File: src/sv/clb_pkg.sv
// ----------------------------------------------------------------------------
// clb_pkg
// shared sizes, opcodes, status codes and chain control for the cursor list
// buffer
// ----------------------------------------------------------------------------
package clb_pkg;

   localparam int CAPACITY  = 64;
   localparam int WORD_BITS = 32;
   localparam int IDX_BITS  = $clog2(CAPACITY);
   localparam int CNT_BITS  = $clog2(CAPACITY + 1);

   // request opcodes
   localparam logic [2:0] OP_START   = 3'd0;
   localparam logic [2:0] OP_ADVANCE = 3'd1;
   localparam logic [2:0] OP_INSERT  = 3'd2;
   localparam logic [2:0] OP_APPEND  = 3'd3;
   localparam logic [2:0] OP_REMOVE  = 3'd4;

   // response status
   localparam logic [1:0] ST_OK    = 2'd0;
   localparam logic [1:0] ST_FULL  = 2'd1;
   localparam logic [1:0] ST_EMPTY = 2'd2;

   // chain moves, applied to every cell in the same cycle
   localparam logic [2:0] MV_HOLD   = 3'd0;
   localparam logic [2:0] MV_ROTATE = 3'd1;
   localparam logic [2:0] MV_APPEND = 3'd2;
   localparam logic [2:0] MV_PUSH   = 3'd3;
   localparam logic [2:0] MV_POP    = 3'd4;

   typedef struct packed {
      logic [2:0]          move;
      logic [CNT_BITS-1:0] count;
   } chain_ctl_type;

endpackage

File: src/sv/clb_ctrl.sv
// ----------------------------------------------------------------------------
// clb_ctrl
// count, cursor, start rotation counter and response handshake; drives the
// move broadcast to the chain
// ----------------------------------------------------------------------------
module clb_ctrl (
   input  logic                           clock,
   input  logic                           reset,
   input  logic                           req_valid,
   output logic                           req_stall,
   input  logic [2:0]                     req_opcode,
   output logic                           rsp_valid,
   input  logic                           rsp_stall,
   output logic                           rsp_has_current,
   output logic [6:0]                     rsp_item_count,
   output logic [1:0]                     rsp_status,
   output clb_pkg::chain_ctl_type         ctl
);

   logic [clb_pkg::CNT_BITS-1:0] count_ff, count_in;
   logic [clb_pkg::CNT_BITS-1:0] cursor_ff, cursor_in;
   logic [clb_pkg::CNT_BITS-1:0] steps_ff, steps_in;
   logic                         busy_ff, busy_in;
   logic                         rsp_valid_ff, rsp_valid_in;
   logic [1:0]                   status_ff, status_in;
   logic [2:0]                   move;
   logic                         accept;
   logic                         has_cur;
   logic                         full;

   assign req_stall = busy_ff || (rsp_valid_ff && rsp_stall);
   assign accept    = req_valid && !req_stall;
   assign has_cur   = (cursor_ff < count_ff);
   assign full      = (count_ff >= clb_pkg::CNT_BITS'(clb_pkg::CAPACITY));

   always_comb begin
      count_in     = count_ff;
      cursor_in    = cursor_ff;
      steps_in     = steps_ff;
      busy_in      = busy_ff;
      rsp_valid_in = rsp_valid_ff;
      status_in    = status_ff;
      move         = clb_pkg::MV_HOLD;
      priority if (busy_ff) begin
         // bring the first item back to the head, one place per cycle
         move     = clb_pkg::MV_ROTATE;
         steps_in = steps_ff - clb_pkg::CNT_BITS'(1);
         if (steps_ff == clb_pkg::CNT_BITS'(1)) begin
            busy_in      = 1'b0;
            rsp_valid_in = 1'b1;
         end
      end else if (accept) begin
         rsp_valid_in = 1'b1;
         status_in    = clb_pkg::ST_OK;
         unique case (req_opcode)
            clb_pkg::OP_START: begin
               cursor_in = '0;
               if (has_cur && cursor_ff != '0) begin
                  busy_in      = 1'b1;
                  steps_in     = count_ff - cursor_ff;
                  rsp_valid_in = 1'b0;
               end
            end
            clb_pkg::OP_ADVANCE: begin
               if (has_cur) begin
                  move      = clb_pkg::MV_ROTATE;
                  cursor_in = cursor_ff + clb_pkg::CNT_BITS'(1);
               end
            end
            clb_pkg::OP_INSERT: begin
               if (full) begin
                  status_in = clb_pkg::ST_FULL;
               end else begin
                  move      = clb_pkg::MV_PUSH;
                  count_in  = count_ff + clb_pkg::CNT_BITS'(1);
                  cursor_in = has_cur ? cursor_ff : '0;
               end
            end
            clb_pkg::OP_APPEND: begin
               if (full) begin
                  status_in = clb_pkg::ST_FULL;
               end else if (has_cur) begin
                  move      = clb_pkg::MV_APPEND;
                  count_in  = count_ff + clb_pkg::CNT_BITS'(1);
                  cursor_in = cursor_ff + clb_pkg::CNT_BITS'(1);
               end else begin
                  // no current word: new word lands at the end
                  move      = clb_pkg::MV_PUSH;
                  count_in  = count_ff + clb_pkg::CNT_BITS'(1);
                  cursor_in = count_ff;
               end
            end
            clb_pkg::OP_REMOVE: begin
               if (!has_cur) begin
                  status_in = clb_pkg::ST_EMPTY;
               end else begin
                  move     = clb_pkg::MV_POP;
                  count_in = count_ff - clb_pkg::CNT_BITS'(1);
               end
            end
            default: begin
            end
         endcase
      end else if (rsp_valid_ff && !rsp_stall) begin
         rsp_valid_in = 1'b0;
      end
   end

   always_ff @(posedge clock) begin
      if (reset) begin
         count_ff     <= '0;
         cursor_ff    <= '0;
         steps_ff     <= '0;
         busy_ff      <= 1'b0;
         rsp_valid_ff <= 1'b0;
         status_ff    <= clb_pkg::ST_OK;
      end else begin
         count_ff     <= count_in;
         cursor_ff    <= cursor_in;
         steps_ff     <= steps_in;
         busy_ff      <= busy_in;
         rsp_valid_ff <= rsp_valid_in;
         status_ff    <= status_in;
      end
   end

   assign ctl.move        = move;
   assign ctl.count       = count_ff;
   assign rsp_valid       = rsp_valid_ff;
   assign rsp_has_current = has_cur;
   assign rsp_item_count  = 7'(count_ff);
   assign rsp_status      = status_ff;

   a_cursor_in_range: assert property (@(posedge clock) disable iff (reset)
      cursor_ff <= count_ff)
      else $error("cursor beyond item count");

   a_count_in_range: assert property (@(posedge clock) disable iff (reset)
      count_ff <= clb_pkg::CNT_BITS'(clb_pkg::CAPACITY))
      else $error("item count beyond capacity");

   a_busy_no_rsp: assert property (@(posedge clock) disable iff (reset)
      busy_ff |-> (!rsp_valid_ff && steps_ff != '0))
      else $error("rotation running with a response pending");

   a_rotate_done: assert property (@(posedge clock) disable iff (reset)
      (busy_ff && steps_ff == clb_pkg::CNT_BITS'(1)) |=> (rsp_valid_ff && !busy_ff))
      else $error("start response missing after rotation");

   a_remove_count: assert property (@(posedge clock) disable iff (reset)
      (accept && req_opcode == clb_pkg::OP_REMOVE && has_cur)
         |=> (count_ff == $past(count_ff) - clb_pkg::CNT_BITS'(1)))
      else $error("remove did not drop the count");

endmodule

File: config.mk
export PLATFORM = sky130hd
export DESIGN_NAME = clb_ctrl
export DESIGN_NICKNAME = d
export VERILOG_FILES = /design/src/sv/clb_pkg.sv /design/src/sv/clb_ctrl.sv
export SDC_FILE = /design/constraint.sdc
export NUM_CORES = 1
export LEC_CHECK = 0
export ABC_AREA = 0
export BUFFER_PORTS_ARGS = -buffer_cell sky130_fd_sc_hd__buf_2
export CORE_MARGIN = 2
export CORE_UTILIZATION = 55
export DETAILED_ROUTE_END_ITERATION = 10
export PLACE_DENSITY = 0.77
export SLEW_MARGIN = 0
export SYNTH_ARGS = -nofsm -noshare
export SYNTH_HDL_FRONTEND = slang
export SYNTH_SLANG_ARGS = --single-unit
File: constraint.sdc
create_clock -name clock -period 3.4 [get_ports clock]
set_clock_uncertainty 0.15 [all_clocks]
set_input_delay 0.34 -clock clock [delete_from_list [all_inputs] [get_ports clock]]
set_output_delay 0.34 -clock clock [all_outputs]
set_load 0.05 [all_outputs]
==> results.json <==
{
  "min_from": "rsp_stall",
  "seqPwrFrac": 0.436,
  "clockBufferDepth": 2,
  "grt_usage": 0.275,
  "cts_max_level": 1,
  "worst_path_most_repeated_cell": "a21o_1",
  "path_max_fanout": 8,
  "status": "complete, no violations",
  "maxSlewViolCount": 0,
  "dpl.hpwl_um": 4090,
  "final_nets": 295,
  "synth_nets": 274,
  "synth_edf_count": 0,
  "yosysUniqueCellTypes": 52,
  "synth.yosys.warnings": 0,
  "cts_tree": "yes",
  "cts_made_buffers": 3,
  "finalSetupViolations": 0,
  "holdPathStages": 3,
  "global_route.usage.met1": 0.355,
  "hold_violations": 0,
  "ff2ff_path_depth": 8,
  "ff2ff_setup_slack_ps": 380,
  "min_path_type": "input pin to flip-flop",
  "cp_num_buf_inv": 3,
  "ys_ff_latch": 25,
  "r2r-end": "cursor_ff[0]",
  "met2_usage": 0.453,
  "pwr-share-comb": 0.299,
  "gr-total-overflow": 0,
  "p_leak_nw": 0.935,
  "syn_area_per_cell_um2": 8.13,
  "min_to": "rsp_valid",
  "initial_core_util": 0.561,
  "die_h_um": 64.7,
  "gr-usage-met3": 0.0417,
  "worstSkewPairLatency_ps": 280,
  "power.density_nw_per_um2": 319,
  "layout_common_cells": "28 x buf_2, 25 x dfxtp_1, 20 x inv_1, 20 x nor2_1, 16 x ha_1",
  "cts_hold_buf": 0,
  "crit-reg2reg-launch": "cursor_ff[3]",
  "synth_seq_area_share": 0.247,
  "fin_crit_ps": 3240,
  "cp_cell_sequence": "inv_1 > ha_1 > a21o_1 > a21oi_1 > a31o_4 > inv_2 > nand2_1 > mux2i_1 > a21o_1 > buf_2",
  "final_common_cell": "buf_2",
  "async_flop_share": 0,
  "postCtsSetupBuffers": 0,
  "synth_top_cell_by_area": "dfxtp_1",
  "synthTopCellsByArea": "dfxtp_1 25%, ha_1 9.9%, inv_1 3.7%, nor2_1 3.7%, o21a_1 3.3%",
  "dieArea_um2": 4180,
  "cts_resized": 0,
  "regArea_um2": 500,
  "grt_pass1_wl_um": 8850,
  "cpPeakStageDelay_ps": 410,
  "fp.dieW_um": 64.7,
  "drc_errors": 0,
  "stdcell_area_um2": 2200,
  "pwr-share-clk": 0.265,
  "critPathKind": "flip-flop to output pin",
  "start_kind": "flip-flop",
  "dr.pass1.iters": 4,
  "syn_inst": 249,
  "arrival_ps": 2750,
  "multi_input_area_um2": 1370,
  "grt_max_degree": 28,
  "rsz0062_at_grt": "no",
  "routed_wirelength_um": 5350,
  "cts_sinks": 25,
  "tns_ps": 0,
  "antenna_cells": 0,
  "gp_congestion": 0.960,
  "crit_family": "compound AO/OA/AOI/OAI gates",
  "cts-root-buf": "clkbuf_8",
  "io_pins": 29,
  "rows": 22,
  "area_delta_synth_final_pct": 8.72,
  "max_cap_violations": 0,
  "fillerInstances": 348,
  "path_clk_slew_ps": 90,
  "wl_per_cell_um": 16.9,
  "grt_pass1_vias": 1807,
  "io_buffer_count": 28,
  "busiest_layer": "met2",
  "synth_top_area_share": 0.247,
  "post_dp_cell_area_um2": 2150,
  "synth-main-ff-cell": "dfxtp_1",
  "drive_gt1_frac": 0.171,
  "viasPerCell": 6.12,
  "end_kind": "output pin",
  "power.internal_mw": 0.449,
  "drtAntennaViolNets": 0,
  "swShare": 0.361,
  "required_ps": 2910,
  "max_freq_mhz": 309,
  "antenna_found_initial": 0,
  "synthesis.area_um2": 2020,
  "drt_iter0_markers": 154,
  "slew_headroom": 0.417,
  "p_sw_mw": 0.253,
  "vias": 1941,
  "max-vdd-ir-drop_mv": 0.170,
  "core-area_um2": 3610,
  "period_share": 0.952,
  "slowest_stage": "dfxtp_1",
  "max_slew.worst_pin.slew_ps": 874
}
cell type report:
cell class / count / share of cell area
multi-input combinational: 190 / 0.622
sequential: 25 / 0.228
timing repair buffer: 29 / 0.0671
inverter: 21 / 0.0358
tap: 48 / 0.0273
clock buffer: 4 / 0.0205
flip-flops by register name (all words and copies together) (netlist names):
signal          cells
cursor_ff           7
rsp_item_count      7
steps_ff            7
rsp_status          2
busy_ff             1
rsp_valid           1
tightest hold or removal path: stages:
cell and delay [ps]:
buf_2 90, o21ai_0 70, a31oi_1 170
power groups by stage:
stage          Clock (mW)  Combinational [mW]  Sequential, mW
2_1_floorplan           0               0.151           0.324
3_3_place_gp            0               0.205           0.313
3_5_place_dp            0               0.207           0.313
4_1_cts             0.190               0.207           0.306
5_1_grt             0.201               0.226           0.307
6_report            0.186               0.210           0.306
how the worst max path moves through the flow:
stage	start	cells past startpoint	end
after floorplan	rsp_item_count[0]	6	ctl[9]
after global placement	cursor_ff[3]	8	cursor_ff[0]
after detailed placement	cursor_ff[3]	8	cursor_ff[0]
after CTS	cursor_ff[3]	10	ctl[7]
after global routing	cursor_ff[3]	10	ctl[7]
final	cursor_ff[3]	10	ctl[7]
routing by layer:
metal  wire (µm)  part of all wire
met2        2420              0.45
met1        2280              0.43
met4         210             0.039
met3         439             0.082
met5           0                 0
metrics by stage:
stage | hold WS, ps | setup slack (ps) | util | instances | power [mW]
finish | 286 | 165 | 0.610 | 317 | 0.702
global route | 313 | 23.8 | 0.610 | 317 | 0.734
CTS | 281 | 210 | 0.610 | 317 | 0.704
detailed placement | 331 | 500 | 0.598 | 313 | 0.521
global placement | 329 | 487 | 0.598 | 313 | 0.518
floorplan | 311 | 133 | - | 249 | 0.475
cell usage after synthesis, types with 2 or more instances:
cell / number
a311oi_1: 3
and2_1: 2
nand2b_1: 2
mux2_2: 6
a21o_1: 3
a21oi_1: 12
o311ai_0: 2
o2111ai_1: 2
o21ai_0: 10
or3_1: 2
o31ai_1: 4
nand2_1: 11
nor2b_1: 5
nand4_1: 7
dfxtp_1: 25
buf_4: 7
nand3_1: 13
mux2i_1: 5
o21a_1: 9
inv_1: 20
fa_1: 2
o31a_1: 3
ha_1: 16
clkbuf_1: 5
nor3_1: 11
and3_1: 2
a31oi_1: 5
xnor2_1: 7
xor2_1: 2
a211oi_1: 3
nor2_1: 20
a32oi_1: 3
cell families (layout without fill, tap and decap cells):
| logic type | count (synthesis) | count (layout) | share of synthesized area |
|---|---|---|---|
| buf+inv | 34 | 54 | 0.0767 |
| fa+ha+maj | 18 | 18 | 0.119 |
| simple gates | 78 | 78 | 0.192 |
| compound gates | 74 | 74 | 0.268 |
| mux | 11 | 11 | 0.0581 |
| flops | 25 | 25 | 0.247 |
| xor+xnor | 9 | 9 | 0.0390 |
Power figures use the tool's default switching activity.
