File: src/sv/clb_pkg.sv
// ----------------------------------------------------------------------------
// clb_pkg
// shared sizes, opcodes, status codes and chain control for the cursor list
// buffer
// ----------------------------------------------------------------------------
package clb_pkg;

   localparam int CAPACITY  = 64;
   localparam int WORD_BITS = 32;
   localparam int IDX_BITS  = $clog2(CAPACITY);
   localparam int CNT_BITS  = $clog2(CAPACITY + 1);

   // request opcodes
   localparam logic [2:0] OP_START   = 3'd0;
   localparam logic [2:0] OP_ADVANCE = 3'd1;
   localparam logic [2:0] OP_INSERT  = 3'd2;
   localparam logic [2:0] OP_APPEND  = 3'd3;
   localparam logic [2:0] OP_REMOVE  = 3'd4;

   // response status
   localparam logic [1:0] ST_OK    = 2'd0;
   localparam logic [1:0] ST_FULL  = 2'd1;
   localparam logic [1:0] ST_EMPTY = 2'd2;

   // chain moves, applied to every cell in the same cycle
   localparam logic [2:0] MV_HOLD   = 3'd0;
   localparam logic [2:0] MV_ROTATE = 3'd1;
   localparam logic [2:0] MV_APPEND = 3'd2;
   localparam logic [2:0] MV_PUSH   = 3'd3;
   localparam logic [2:0] MV_POP    = 3'd4;

   typedef struct packed {
      logic [2:0]          move;
      logic [CNT_BITS-1:0] count;
   } chain_ctl_type;

endpackage

File: src/sv/clb_cell.sv
// ----------------------------------------------------------------------------
// clb_cell
// one word of the chain; picks its next word from its neighbors, the head
// cell or the incoming word
// ----------------------------------------------------------------------------
module clb_cell (
   input  logic                             clock,
   input  clb_pkg::chain_ctl_type           ctl,
   input  logic [clb_pkg::IDX_BITS-1:0]     idx,
   input  logic [clb_pkg::WORD_BITS-1:0]    left_word,
   input  logic [clb_pkg::WORD_BITS-1:0]    right_word,
   input  logic [clb_pkg::WORD_BITS-1:0]    head_word,
   input  logic [clb_pkg::WORD_BITS-1:0]    new_word,
   output logic [clb_pkg::WORD_BITS-1:0]    word
);

   logic [clb_pkg::WORD_BITS-1:0] word_ff;
   logic [clb_pkg::WORD_BITS-1:0] word_in;
   logic [clb_pkg::CNT_BITS-1:0]  pos;
   logic                          is_first;
   logic                          is_last;
   logic                          is_end;

   assign pos      = clb_pkg::CNT_BITS'(idx);
   assign is_first = (idx == '0);
   assign is_last  = (pos + clb_pkg::CNT_BITS'(1) == ctl.count);
   assign is_end   = (pos == ctl.count);

   always_comb begin
      word_in = word_ff;
      unique case (ctl.move)
         clb_pkg::MV_HOLD: word_in = word_ff;
         // head wraps around to the tail of the held words
         clb_pkg::MV_ROTATE: word_in = is_last ? head_word : right_word;
         clb_pkg::MV_APPEND: begin
            if (is_first) begin
               word_in = new_word;
            end else if (is_end) begin
               word_in = head_word;
            end
         end
         clb_pkg::MV_PUSH: word_in = is_first ? new_word : left_word;
         clb_pkg::MV_POP:  word_in = right_word;
         default:          word_in = word_ff;
      endcase
   end

   always_ff @(posedge clock) begin
      word_ff <= word_in;
   end

   assign word = word_ff;

endmodule

File: config.mk
export PLATFORM = sky130hd
export DESIGN_NAME = clb_cell
export DESIGN_NICKNAME = d
export VERILOG_FILES = /design/src/sv/clb_pkg.sv /design/src/sv/clb_cell.sv
export SDC_FILE = /design/constraint.sdc
export NUM_CORES = 1
export LEC_CHECK = 0
export BUFFER_PORTS_ARGS = -buffer_cell sky130_fd_sc_hd__buf_2
export CAP_MARGIN = 20
export CORE_ASPECT_RATIO = 1.4
export CORE_MARGIN = 5
export CORE_UTILIZATION = 35
export CTS_BUF_LIST = sky130_fd_sc_hd__clkbuf_16
export CTS_CLUSTER_DIAMETER = 150
export CTS_CLUSTER_SIZE = 25
export DETAILED_ROUTE_END_ITERATION = 6
export GPL_ROUTABILITY_DRIVEN = 0
export MAX_ROUTING_LAYER = met4
export PLACE_DENSITY_LB_ADDON = 0.12
export SETUP_SLACK_MARGIN = 0.2
export SLEW_MARGIN = 10
export SYNTH_ARGS = -nofsm -noshare
export SYNTH_HDL_FRONTEND = slang
export SYNTH_SLANG_ARGS = --single-unit
File: constraint.sdc
create_clock -name clock -period 8.24 [get_ports clock]
set_input_delay 1.648 -clock clock [delete_from_list [all_inputs] [get_ports clock]]
set_output_delay 1.648 -clock clock [all_outputs]
set_load 0.005 [all_outputs]
==> impl_metrics.yaml, run 1 <==
worst_setup_path:
  slowest_stage: "inv_1"
  cp_slowest_stage_delay_ns: 0.70
  crit_type: "in -> reg"
  crit_fanout: 35
  end_kind: "register"
  critical_path.startpoint: "idx[2]"
  critPathArrivalTime_ns: 4.32
  crit_chain: "buf_2 -> inv_1 -> nand2_1 -> o21ai_0 -> a21oi_1 -> o22ai_4 -> buf_16"
  worstSetupStartpointType: "input port"
  required_ns: 8.22
drt:
  vias: 3639
  wl_um: 11800
  drc: 0
  antenna_left: 0
  first_pass_iters: 5
  wl_per_cell_um: 19.8
  vias_per_cell: 6.11
  drt_iter0_markers: 205
logic_synthesis:
  post-synth-top-area-cell: "edfxtp_1"
  yosys-top-cells-count: "clkbuf_1 (35), nand2_1 (35), and3_1 (34), nand3_1 (34)"
  synthDistinctLibCells: 32
  ys_ff_latch: 32
  yosys_warnings: 0
  ys_seq_area_share_pct: 32.8
  synth_top_area_share_pct: 32.8
  ys.flop_type: "edfxtp_1"
  netlist_area_um2: 2930
  synth-edff-count: 32
  syn_inst: 344
  syn_nets: 491
  synthArstFlopShare_pct: 0
  syn_avg_cell_area_um2: 8.53
  netlist_top_cells_area: "edfxtp_1 (33%), o22a_1 (9.6%), o221ai_1 (9.3%)"
cts:
  clk_pin_slew_ns: 0.06
  ctsResizeCount: 0
  cts_hold_buf: 0
  cts_setup_buffers: 0
  clockBufferDepth: 2
  cts_tree: "built"
  clock_sinks: 32
  cts_inserted_buffers: 5
  cts-root-buf: "clkbuf_16"
  h-tree-depth: 2
power:
  vdd_drop_max_uv: 76.0
  p_leak_nw: 1.77
  p_per_area_nw_per_um2: 143
  power_mw: 0.592
placed_design:
  port_buffers: 176
  dp.cells: 585
  placed_cell_area_um2: 3900
  dp_hpwl_um: 7950
floorplanning:
  rows: 39
  die-height_um: 118
  die_w_um: 87.4
  boundaryPins: 177
  core_um2: 8200
  start_util_pct: 35.8
  dieArea_um2: 10300
global_routing:
  grt_remaining_overflow: 0
  grt_max_degree: 68
  use_met3_pct: 2.85
  grt_pass1_wl_um: 18200
  gr-usage-met1_pct: 26.7
  grt.total_usage_pct: 22.5
  gr-usage-met2_pct: 39.5
  antenna_found_initial: 0
  busiest_layer: "met2"
  grt_pass1_vias: 3674
outcome:
  status: "finished clean"
finish:
  diodes: 0
  instances_no_fill: 596
  nFillCells: 825
  largest_reg_flops: 32
  layout.nets: 640
  syn_to_final_growth_pct: 40.8
  design_area_um2: 4130
  utilization_pct: 50.4
  drive_above_1_share_pct: 40.5
timing:
  maxSlewHeadroom_pct: 28.6
  rsz0062_at_grt: "no"
  finalSetupViolCount: 0
  fin_crit_sh_pct: 52.7
  setup_tns_ns: 0
  fin_crit_ns: 4.35
  fmax_mhz: 230
  worst_pin_slew_ns: 1.07
  finalHoldViolations: 0
  drv_slew: 0
min_path:
  holdPathStages: 3
  whs_endpoint: "word[18]"
  min_path_type: "in -> reg"
  hold_start: "right_word[18]"
flow_run:
  drv_cap: 0
per-layer routing:
metal	part of all wire, %	wire length (µm)
met1	39	4570
met2	52	6130
met3	7.6	896
met4	1.5	180
met5	0	0
where the power goes:
group	internal [mW]	switching [mW]
logic	0.0810	0.0939
registers	0.204	0.00598
clock network	0.140	0.0666
total	0.425	0.166
per-stage QoR:
step / hold slack [ns] / worst slack, ns
finish: 1.77 / 3.89
global route: 1.78 / 3.67
CTS: 1.77 / 3.19
detailed placement: 2.04 / 2.91
global placement: 2.04 / 3.04
floorplan: 1.92 / 3.17
cell families after synthesis:
family / synth area share, %
fa+ha+maj: 0.853
compound gates: 37.3
buf+inv: 6.35
flops: 32.8
xor+xnor: 2.98
simple gates: 19.7
layout by cell type (no fill, tap or decap), drive strengths merged, types with 2 or more instances in the layout:
| cell type | n |
|---|---|
| edfxtp | 32 |
| a21oi | 2 |
| nand3 | 34 |
| o21ai | 3 |
| a22oi | 32 |
| a2111oi | 2 |
| buf | 185 |
| xor2 | 5 |
| ha | 2 |
| xnor2 | 5 |
| clkinv | 2 |
| clkbuf | 5 |
| o221ai | 31 |
| a31oi | 32 |
| nand2b | 2 |
| o22a | 32 |
| inv | 4 |
| nand2 | 35 |
| and3 | 34 |
how the worst max path moves through the flow:
stage	endpoint	slack, ns	cells after the start
3_3_place_gp	word[9]	3.04	6
3_5_place_dp	word[16]	2.91	6
2_1_floorplan	word[0]	3.17	8
4_1_cts	word[16]	3.19	6
6_report	word[16]	3.89	7
5_1_grt	word[16]	3.67	7
worst max-delay path: cells and delay by family:
kind	cells	cell delay (ns)
buffers and inverters	3	1.07
and+or+nand+nor	1	0.65
AOI/OAI and AO/OA	3	0.94
layout make-up:
type | instances | area, µm² | share of cell area, %
clock buffers | 5 | 125 | 3.03
clock inverters | 3 | 37.5 | 0.909
inverters | 4 | 15.0 | 0.363
multi-input cells | 265 | 1850 | 44.8
flip-flops and latches | 32 | 961 | 23.3
well taps | 102 | 128 | 3.09
repair buffers | 185 | 1020 | 24.6
Note: power is estimated with default switching activity, not from simulation.
==> run 2, diff against run 1 <==
==> constraint.sdc (replaced) <==
create_clock -name clock -period 3.8 [get_ports clock]
set_input_delay 0.76 -clock clock [delete_from_list [all_inputs] [get_ports clock]]
set_output_delay 0.76 -clock clock [all_outputs]
set_load 0.005 [all_outputs]
==> impl_metrics.yaml, run 2 (synthesis gave the netlist of run 1 again) <==
floorplanning:
  dieArea_um2: 10300
  die-height_um: 118
  boundaryPins: 177
  rows: 39
  start_util_pct: 35.8
  die_w_um: 87.4
  core_um2: 8200
timing:
  setup_tns_ns: 0
  fmax_mhz: 357
  finalHoldViolations: 0
  drv_slew: 0
  worst_pin_slew_ns: 1.02
  fin_crit_ns: 2.80
  finalSetupViolCount: 0
  timing.hold.ws_ns: 0.868
  layout_setup_ws_ns: 0.997
  maxSlewHeadroom_pct: 31.5
  rsz0062_at_grt: "no"
  fin_crit_sh_pct: 73.8
worst_setup_path:
  crit_fanout: 33
  critPathArrivalTime_ns: 2.90
  crit_type: "in -> reg"
  worstSetupStartpointType: "input port"
  end_kind: "register"
  required_ns: 3.90
finish:
  layout.nets: 645
  nFillCells: 820
  largest_reg_flops: 32
  drive_above_1_share_pct: 41.2
  diodes: 0
  final_cell_mix: "buf_2 (176), nand2_1 (35), and3_1 (34), nand3_1 (34)"
  syn_to_final_growth_pct: 38.8
  final_common_cell: "buf_2"
global_routing:
  antenna_found_initial: 0
  grt_remaining_overflow: 0
  grt_pass1_vias: 3774
  grt_max_degree: 67
  grt.total_usage_pct: 22.6
  grt_pass1_wl_um: 18200
placed_design:
  port_buffers: 176
  dp_slack_ns: 0.684
  dp_hpwl_um: 8410
cts:
  cts_inserted_buffers: 5
  cts-root-buf: "clkbuf_16"
  clk_pin_slew_ns: 0.05
  cts_hold_buf: 0
  ctsResizeCount: 0
  clockBufferDepth: 2
  cts_tree: "built"
  clock_sinks: 32
  cts_setup_buffers: 0
  h-tree-depth: 2
drt:
  wl_um: 11700
  first_pass_iters: 4
  vias: 3651
  drt_iter0_markers: 224
  vias_per_cell: 6.09
  drc: 0
  wl_per_cell_um: 19.5
  antenna_left: 0
min_path:
  holdPathStages: 3
  hold_start: "right_word[20]"
  whs_endpoint: "word[20]"
  min_path_type: "in -> reg"
power:
  p_leak_nw: 1.76
  p_per_area_nw_per_um2: 294
  vdd_drop_max_uv: 171
outcome:
  status: "finished clean"
flow_run:
  drv_cap: 0
## run 2: final cells by class
type / instances / area (µm²) / share of cell area, %
multi-input cells: 265 / 1850 / 45.4
repair buffers: 190 / 986 / 24.2
flip-flops and latches: 32 / 961 / 23.6
well taps: 102 / 128 / 3.13
clock buffers: 5 / 125 / 3.07
inverters: 4 / 15.0 / 0.369
clock inverters: 2 / 8.76 / 0.215
## run 2: routing by layer
metal | track usage, % | share of wire, %
met3 | 2.92 | 8.7
met5 | - | 0
met2 | 39.8 | 51
met4 | 7.87 | 2.4
met1 | 25.6 | 38
## run 2: power by group
| group | switching [mW] | internal (mW) | total, mW |
|---|---|---|---|
| sequential | 0.0129 | 0.442 | 0.455 |
| combinational | 0.199 | 0.171 | 0.370 |
| clock | 0.140 | 0.235 | 0.375 |
## run 2: how the worst max path moves through the flow
stage | start | end | slack, ns | cells after the start
after detailed placement | idx[2] | word[19] | 0.68 | 7
final | idx[0] | word[9] | 1.0 | 9
after global routing | idx[2] | word[9] | 0.78 | 7
after global placement | idx[2] | word[19] | 0.72 | 7
after floorplan | idx[0] | word[0] | 0.37 | 8
after CTS | idx[2] | word[19] | 0.96 | 7
## run 2: critical path: stages
cell      delay (ns)
buf_2           0.13
inv_1           0.05
ha_1            0.19
nor4b_2         0.17
buf_4           0.25
a21oi_4         0.85
a22oi_1         0.15
o22a_1          0.26
o221ai_1        0.08
## run 2: per-stage QoR
step / cell area [µm²] / utilization (%) / total power [mW] / cells
2_1_floorplan: 2940 / - / 0.644 / 344
3_3_place_gp: 3940 / 48.0 / 0.829 / 593
3_5_place_dp: 3940 / 48.0 / 0.833 / 593
4_1_cts: 4070 / 49.7 / 1.21 / 600
5_1_grt: 4070 / 49.7 / 1.25 / 600
6_report: 4070 / 49.7 / 1.20 / 600
==> run 3, diff against run 2 <==
==> constraint.sdc (replaced) <==
create_clock -name clock -period 2.7 [get_ports clock]
set_input_delay 0.54 -clock clock [delete_from_list [all_inputs] [get_ports clock]]
set_output_delay 0.54 -clock clock [all_outputs]
set_load 0.005 [all_outputs]
==> impl_metrics.yaml, run 3 (synthesis gave the netlist of run 1 again) <==
finish:
  largest_reg_flops: 32
  seq_area_um2: 961
  final_cell_mix: "buf_2 (176), nand2_1 (35), and3_1 (34), nand3_1 (34)"
  syn_to_final_growth_pct: 42.0
  final_common_cell: "buf_2"
  drive_above_1_share_pct: 42.5
  nFillCells: 816
  multi_input_area_um2: 1870
  utilization_pct: 50.8
  design_area_um2: 4170
  layout.nets: 653
  diodes: 0
power:
  p_clk_share_pct: 31.3
  switching_power_mw: 0.507
  vdd_drop_max_uv: 260
  p_comb_share_pct: 31.3
  p_sw_share_pct: 29.7
  p_per_area_nw_per_um2: 410
  seqPwrFrac_pct: 37.4
  internal_power_mw: 1.20
  power_mw: 1.71
  p_leak_nw: 1.81
global_routing:
  grt.total_usage_pct: 22.4
  grt_pass1_vias: 3727
  antenna_found_initial: 0
  grt_max_degree: 67
  grt_pass1_wl_um: 18200
  grt_remaining_overflow: 0
drt:
  wl_per_cell_um: 19.3
  drt_iter0_markers: 302
  wl_um: 11700
  vias_per_cell: 5.93
  first_pass_iters: 5
  vias: 3604
  antenna_left: 0
  drc: 0
flow_run:
  drv_cap: 0
floorplanning:
  rows: 39
  die_w_um: 87.4
  boundaryPins: 177
  die-height_um: 118
  core_um2: 8200
  dieArea_um2: 10300
  start_util_pct: 35.8
placed_design:
  port_buffers: 176
  dp_hpwl_um: 8550
  placed_cell_area_um2: 4030
worst_setup_path:
  critPathArrivalTime_ns: 2.28
  cp_top_family: "compound AO/OA/AOI/OAI gates"
  end_kind: "register"
  slowest_stage: "a2111o_1"
  crit_type: "in -> reg"
  crit_buf_inv: 2
  crit_chain: "buf_2 -> xnor2_1 -> or3_1 -> a2111o_1 -> nor3_4 -> buf_4 -> o221ai_1"
  required_ns: 2.70
  cp_slowest_stage_delay_ns: 0.48
  crit_fanout: 11
  worstSetupStartpointType: "input port"
timing:
  fin_crit_sh_pct: 84.3
  finalSetupViolCount: 0
  setup_tns_ns: 0
  finalHoldViolations: 0
  drv_slew: 0
  rsz0062_at_grt: "no"
  fmax_mhz: 439
  fin_crit_ns: 2.28
  maxSlewHeadroom_pct: 51.8
  timing.hold.ws_ns: 0.661
  worst_pin_slew_ns: 0.723
cts:
  cts_inserted_buffers: 5
  h-tree-depth: 2
  cts_hold_buf: 0
  ctsResizeCount: 0
  clock_sinks: 32
  clk_pin_slew_ns: 0.05
  cts_setup_buffers: 0
  clockBufferDepth: 2
  cts_tree: "built"
  cts-root-buf: "clkbuf_16"
outcome:
  status: "finished clean"
min_path:
  min_path_type: "in -> reg"
-- run 3: layer usage --
layer / wire (µm) / global-route usage (%)
met5: 0 / -
met4: 179 / 6.24
met3: 934 / 2.99
met2: 6070 / 39.1
met1: 4530 / 26.5
-- run 3: stage by stage --
step           instances  worst slack [ns]
3_5_place_dp         601             0.136
3_3_place_gp         601             0.197
4_1_cts              608             0.415
6_report             608             0.423
2_1_floorplan        344             0.223
5_1_grt              608             0.275
-- run 3: power groups by stage --
stage                     logic (mW)  registers (mW)  clock network (mW)
after floorplan                0.256           0.654                   0
after detailed placement       0.536           0.650                   0
after CTS                      0.537           0.640               0.543
after global placement         0.527           0.650                   0
after global routing           0.585           0.643               0.564
final                          0.535           0.639               0.535
-- run 3: cell type report --
cell class,count,area share [%]
inverters,4,0.360
flip-flops and latches,32,23.1
clock buffers,5,3.00
multi-input cells,265,44.9
repair buffers,198,25.4
clock inverters,2,0.210
well taps,102,3.06
-- run 3: final timing paths --
check                           from  endpoint  slack, ns  depth (start not counted)
worst min-delay path  right_word[18]  word[18]       0.66                          3
worst max-delay path          idx[5]  word[13]       0.42                          7
